`src/dbm_pkg.sv`:
```
// ----------------------------------------------------------------------------
// dbm_pkg
// Shared constants, item codes and controller states for the divisibility
// bipartite matching unit.
// ----------------------------------------------------------------------------
`default_nettype none

package dbm_pkg;

  localparam int MAX_SIDE_DEF = 128;
  localparam int DATA_W       = 32;
  localparam int SIZE_W       = 8;

  localparam logic [1:0] MODE_FIRST  = 2'd0;
  localparam logic [1:0] MODE_SECOND = 2'd1;
  localparam logic [1:0] MODE_FINISH = 2'd2;

  typedef enum logic [3:0] {
    S_IDLE,
    S_PAIR_WAIT,
    S_PAIR,
    S_DIV,
    S_BIT,
    S_ROOT,
    S_LOAD,
    S_SCAN,
    S_PCHK,
    S_POPW,
    S_POPL,
    S_AUGW,
    S_AUGWR,
    S_NEXT,
    S_EMIT
  } dbm_state_t;

endpackage

`default_nettype wire

```
`src/dbm_divchk.sv`:
```
// ----------------------------------------------------------------------------
// dbm_divchk
// Bit-serial restoring remainder unit: tells whether an unsigned dividend is
// a multiple of a nonzero unsigned divisor, one quotient bit per cycle.
// ----------------------------------------------------------------------------
`default_nettype none

module dbm_divchk
  import dbm_pkg::*;
(
  input  wire logic              clk,
  input  wire logic              rst,
  input  wire logic              start,
  input  wire logic [DATA_W-1:0] dividend,
  input  wire logic [DATA_W-1:0] divisor,
  output logic                   done,
  output logic                   multiple
);

  localparam int CNT_W = $clog2(DATA_W);

  logic              run;
  logic [CNT_W-1:0]  cnt;
  logic [DATA_W-1:0] rem;
  logic [DATA_W-1:0] dsh;
  logic [DATA_W-1:0] dvs;
  logic [DATA_W:0]   trial;
  logic [DATA_W-1:0] rem_next;

  always_comb begin
    trial = {rem, dsh[DATA_W-1]};
    if (trial >= {1'b0, dvs}) begin
      rem_next = DATA_W'(trial - {1'b0, dvs});
    end else begin
      rem_next = trial[DATA_W-1:0];
    end
  end

  always_ff @(posedge clk) begin
    if (rst) begin
      run  <= 1'b0;
      done <= 1'b0;
      cnt  <= '0;
    end else begin
      done <= 1'b0;
      if (start) begin
        run <= 1'b1;
        cnt <= '0;
      end else if (run) begin
        cnt <= cnt + 1'b1;
        if (cnt == CNT_W'(DATA_W - 1)) begin
          run  <= 1'b0;
          done <= 1'b1;
        end
      end
    end
  end

  always_ff @(posedge clk) begin
    if (start) begin
      rem <= '0;
      dsh <= dividend;
      dvs <= divisor;
    end else if (run) begin
      rem <= rem_next;
      dsh <= {dsh[DATA_W-2:0], 1'b0};
    end
  end

  assign multiple = (rem == '0);

endmodule

`default_nettype wire

```
`config.mk`:
```
export PLATFORM = sky130hd
export DESIGN_NAME = dbm_divchk
export DESIGN_NICKNAME = d
export VERILOG_FILES = /design/src/dbm_pkg.sv /design/src/dbm_divchk.sv
export SDC_FILE = /design/constraint.sdc
export NUM_CORES = 1
export LEC_CHECK = 0
export BUFFER_PORTS_ARGS = -buffer_cell sky130_fd_sc_hd__buf_2
export CAP_MARGIN = 20
export CORE_MARGIN = 2
export CORE_UTILIZATION = 35
export CTS_BUF_LIST = sky130_fd_sc_hd__clkbuf_16
export DETAILED_ROUTE_END_ITERATION = 6
export GPL_ROUTABILITY_DRIVEN = 1
export PLACE_DENSITY_LB_ADDON = 0.2
export SETUP_SLACK_MARGIN = 0.4
export SLEW_MARGIN = 15
export SYNTH_ARGS = -nofsm -noshare
export SYNTH_HDL_FRONTEND = slang
export SYNTH_SLANG_ARGS = --single-unit
export TNS_END_PERCENT = 30
```
`constraint.sdc`:
```
create_clock -name clk -period 6.3 [get_ports clk]
set_input_delay 0.315 -clock clk [delete_from_list [all_inputs] [get_ports clk]]
set_output_delay 0.315 -clock clk [all_outputs]
set_load 0.1 [all_outputs]
```
==> metrics.md <==
| Metric | Value |
|---|---|
| R2r startpoint | `dsh[31]` |
| WL/cell | `approximately 15 um` |
| Setup Viol. Count Final | `0` |
| Worst path cell trace | `inv_1 -> ha_1 -> inv_1 -> fa_1 -> a21oi_1 -> o21ai_1 -> a21oi_1 -> o21ai_1 -> and3_1 -> a2111oi_0 -> xnor2_1 -> nand2_1 -> a311oi_1` |
| Slowest cell on crit path | `a2111oi_0` |
| Crit-path max cell delay | `between 400 and 500 ps` |
| Crit path kind | `reg -> reg` |
| Hold_sp | `divisor[21]` |
| Period utilisation layout | `0.5324` |
| Initial Util | `0.3545` |
| Critical R2R Capture | `rem[24]` |
| Power Total | `roughly 1.7 mW` |
| Clock-pin slew on the worst setup and hold paths | `roughly 90 ps` |
| EDFF count, synth | `64` |
| Most common cell after layout, fill and taps aside | `buf_2` |
| DRT Pass-1 Iters | `4` |
| Sequential cell area fraction in the yosys report | `0.4646` |
| PwrDens | `between 200 and 300 mW/mm^2` |
| Vias/cell | `5.124` |
| Met2 usage | `0.2596` |
| TritonCTS clock tree | `built` |
| Maxcap violations | `0` |
| Placeable Area | `approximately 0.016 mm^2` |
| Synth warn | `0` |
| Worst r2r path cells | `13` |
| CP max FO | `4` |
| Final Wtd Congestion | `approximately 0.87` |
| Fin nets | `between 700 and 800` |
| FMAX | `298.2 MHz` |
| Top_reg_cell synth | `edfxtp_1` |
| Top Family by Delay on Critical Path | `compound AO/OA/AOI/OAI gates` |
| Fillers | `between 1.5k and 2k` |
| Vert. Die Dim | `between 100 and 150 um` |
| Final Hold Fails | `0` |
| RSZ-0062 raised after global routing | `false` |
| Req. time, crit path | `between 6000 and 7000 ps` |
| Peak VDD IR | `around 140 uV` |
| Worst slew margin | `0.5459` |
| Fin Setup TNS | `0 ps` |
| Post-CTS Hold Fix Bufs | `0` |
| Internal reg-to-reg setup slack | `about 2900 ps` |
| Setup Buffers After CTS | `0` |
| I/O Pins | `between 60 and 70` |
| Worst skew pair latency | `approximately 360 ps` |
| Buf+Inv Stages, Crit Path | `2` |
| Placed insts | `~850` |
| DP HPWL | `between 9000 and 10,000 um` |
| I/O Buffers | `68` |
| Fin cells | `roughly 860` |
| TritonCTS buffer count | `9` |
| Final Cell Area | `~0.0067 mm^2` |
| Crit start category | `flop` |
| Remaining Overflow, GRT | `0` |
| Status | `finished clean` |
| Die area | `approximately 0.018 mm^2` |
| Area Overhead vs Synth | `14.93%` |
| Synth Net Count | `683` |
| FF+latch area | `about 0.0027 mm^2` |
| Ant. Diodes | `0` |
| Final slew viol count | `0` |
| Rows | `47` |
| CTS max path bufs | `2` |
| Worst Hold Depth | `1` |
| Global-route wire length before repair | `~22,000 um` |
| Worst Max-Slew Pin Slew | `between 600 and 700 ps` |
| DRC viols | `0` |
| Post-synth cell types | `55` |
| Gate Count Post-Synth | `~580` |
| FFs w/ async S/R, synth | `0` |
| Cell leakage power | `between 2 and 3 nW` |
| Worst Hold Slack | `between 100 and 150 ps` |
| DRT antenna net count | `0` |
| Clock sink total | `between 100 and 150` |
| Die width | `132.9 um` |
| Seq cells post-synth | `103` |
| Placed inst area | `0.006365 mm^2` |
| # resized after CTS | `0` |
| Minimum clock period | `3354 ps` |
| Syn_area_per_cell | `10.01 um^2` |
| Met1 Usage GRT | `0.2063` |
| Worst Hold End | `dvs[21]` |
| Clock root cell | `clkbuf_16` |
| CTS HTree Levels | `3` |
| DRT iter0 DRCs | `approximately 280` |
| Hold WC Path Type | `in -> reg` |
| Initial antenna violation count | `0` |
| Via Count | `between 4k and 5k` |
| CP Capture Type | `flop` |
| Multi-input logic area | `roughly 0.0028 mm^2` |
| Share of layout cells above drive strength 1 | `0.2006` |
| CP arrival | `3620 ps` |
| Largest net degree at the start of global routing | `55` |
| Tot GR Track Use | `0.1576` |
| GR Layer Usage met3 | `0.04636` |
| Leading cell types in the layout, fill and taps excluded | `buf_2 (67), nand2_1 (66), edfxtp_1 (64), inv_1 (43), dfxtp_1 (39)` |
| Vias in the first global route | `around 4.4k` |
| Cell Area, Synth | `0.005817 mm^2` |
| Most Crowded Layer GR | `met2` |
| Post-Route WL | `13,260 um` |
| Skew final | `~15 ps` |
## state kept, by name, summed over array words and instances (netlist names)
register  cells
done          1
dsh          32
run           1
dvs          32
cnt           5
rem          32
## power by group
| group | internal [mW] | total (mW) | switching [mW] |
|---|---|---|---|
| clock | 0.287 | 0.585 | 0.298 |
| combinational | 0.146 | 0.342 | 0.196 |
| sequential | 0.776 | 0.803 | 0.0276 |
| total | 1.21 | 1.73 | 0.522 |
## layout make-up
| type | count | area share |
|---|---|---|
| clock inverter | 7 | 0.01404 |
| multi-input combinational | 407 | 0.4247 |
| timing repair buffer | 74 | 0.05802 |
| inverter | 43 | 0.02414 |
| clock buffer | 9 | 0.03369 |
| sequential | 103 | 0.4043 |
| tap | 220 | 0.04118 |
## kinds of logic after synthesis
logic type      Yosys count  share of synthesized area
fa+ha+maj                35                    0.07658
mux                      36                    0.06862
xor+xnor                 32                    0.04818
buf+inv                  71                    0.04818
simple gates            164                     0.1284
flops                   103                     0.4646
compound gates          140                     0.1654
## how the worst max path moves through the flow
stage | cells past startpoint | from | endpoint
after floorplan | 13 | dsh[31] | rem[24]
after global placement | 12 | dvs[3] | rem[27]
after global routing | 13 | dsh[31] | rem[24]
after detailed placement | 10 | dvs[9] | rem[6]
final | 13 | dsh[31] | rem[24]
after CTS | 10 | dvs[9] | rem[23]
## worst reg2reg max path: cells and delay by family, from the launching register on
family / cells / cell delay (ps)
AO/OA/AOI/OAI: 6 / 1680
adder cells (fa/ha/maj): 2 / 570
XOR/XNOR: 1 / 180
buffers and inverters: 2 / 130
AND/OR/NAND/NOR: 2 / 300
flip-flops: 1 / 400
## per-layer routing
layer | routed length, um | vias to the layer above
li1 | - | 2235
met1 | 6248 | 2091
met5 | 0 | -
met3 | 723 | 9
met4 | 126 | 0
met2 | 6162 | 87
## through the flow
| step | util | setup WS [ps] |
|---|---|---|
| after floorplan | - | 3459 |
| after global placement | 0.3875 | 2990 |
| after detailed placement | 0.3879 | 2779 |
| after CTS | 0.4074 | 2746 |
| after global routing | 0.4075 | 2607 |
| final | 0.4075 | 2946 |
## cell usage after synthesis, types with 3 or more instances
library cell,count,area [um^2]
buf_1,3,11.26
and3_1,3,18.77
nor3_1,15,75.07
nor2_1,38,142.6
o21ai_0,7,35.03
a31oi_1,4,25.02
o211ai_1,5,37.54
ha_1,34,425.4
xor2_1,16,140.1
clkbuf_1,21,78.83
mux2i_1,5,50.05
and2_1,3,18.77
nor4_1,8,50.05
a311oi_1,16,140.1
o21ai_1,18,90.09
nand2_1,66,247.7
nand3_1,6,30.03
xnor2_1,16,140.1
nand4_1,12,75.07
a211oi_1,5,37.54
o21bai_1,4,30.03
inv_1,43,161.4
nand2b_1,6,37.54
dfxtp_1,39,780.8
a21o_1,20,150.1
mux2_2,31,349.1
edfxtp_1,64,1922
a21oi_1,36,180.2
o21a_1,3,22.52
Note: power is estimated with default switching activity, not from simulation.
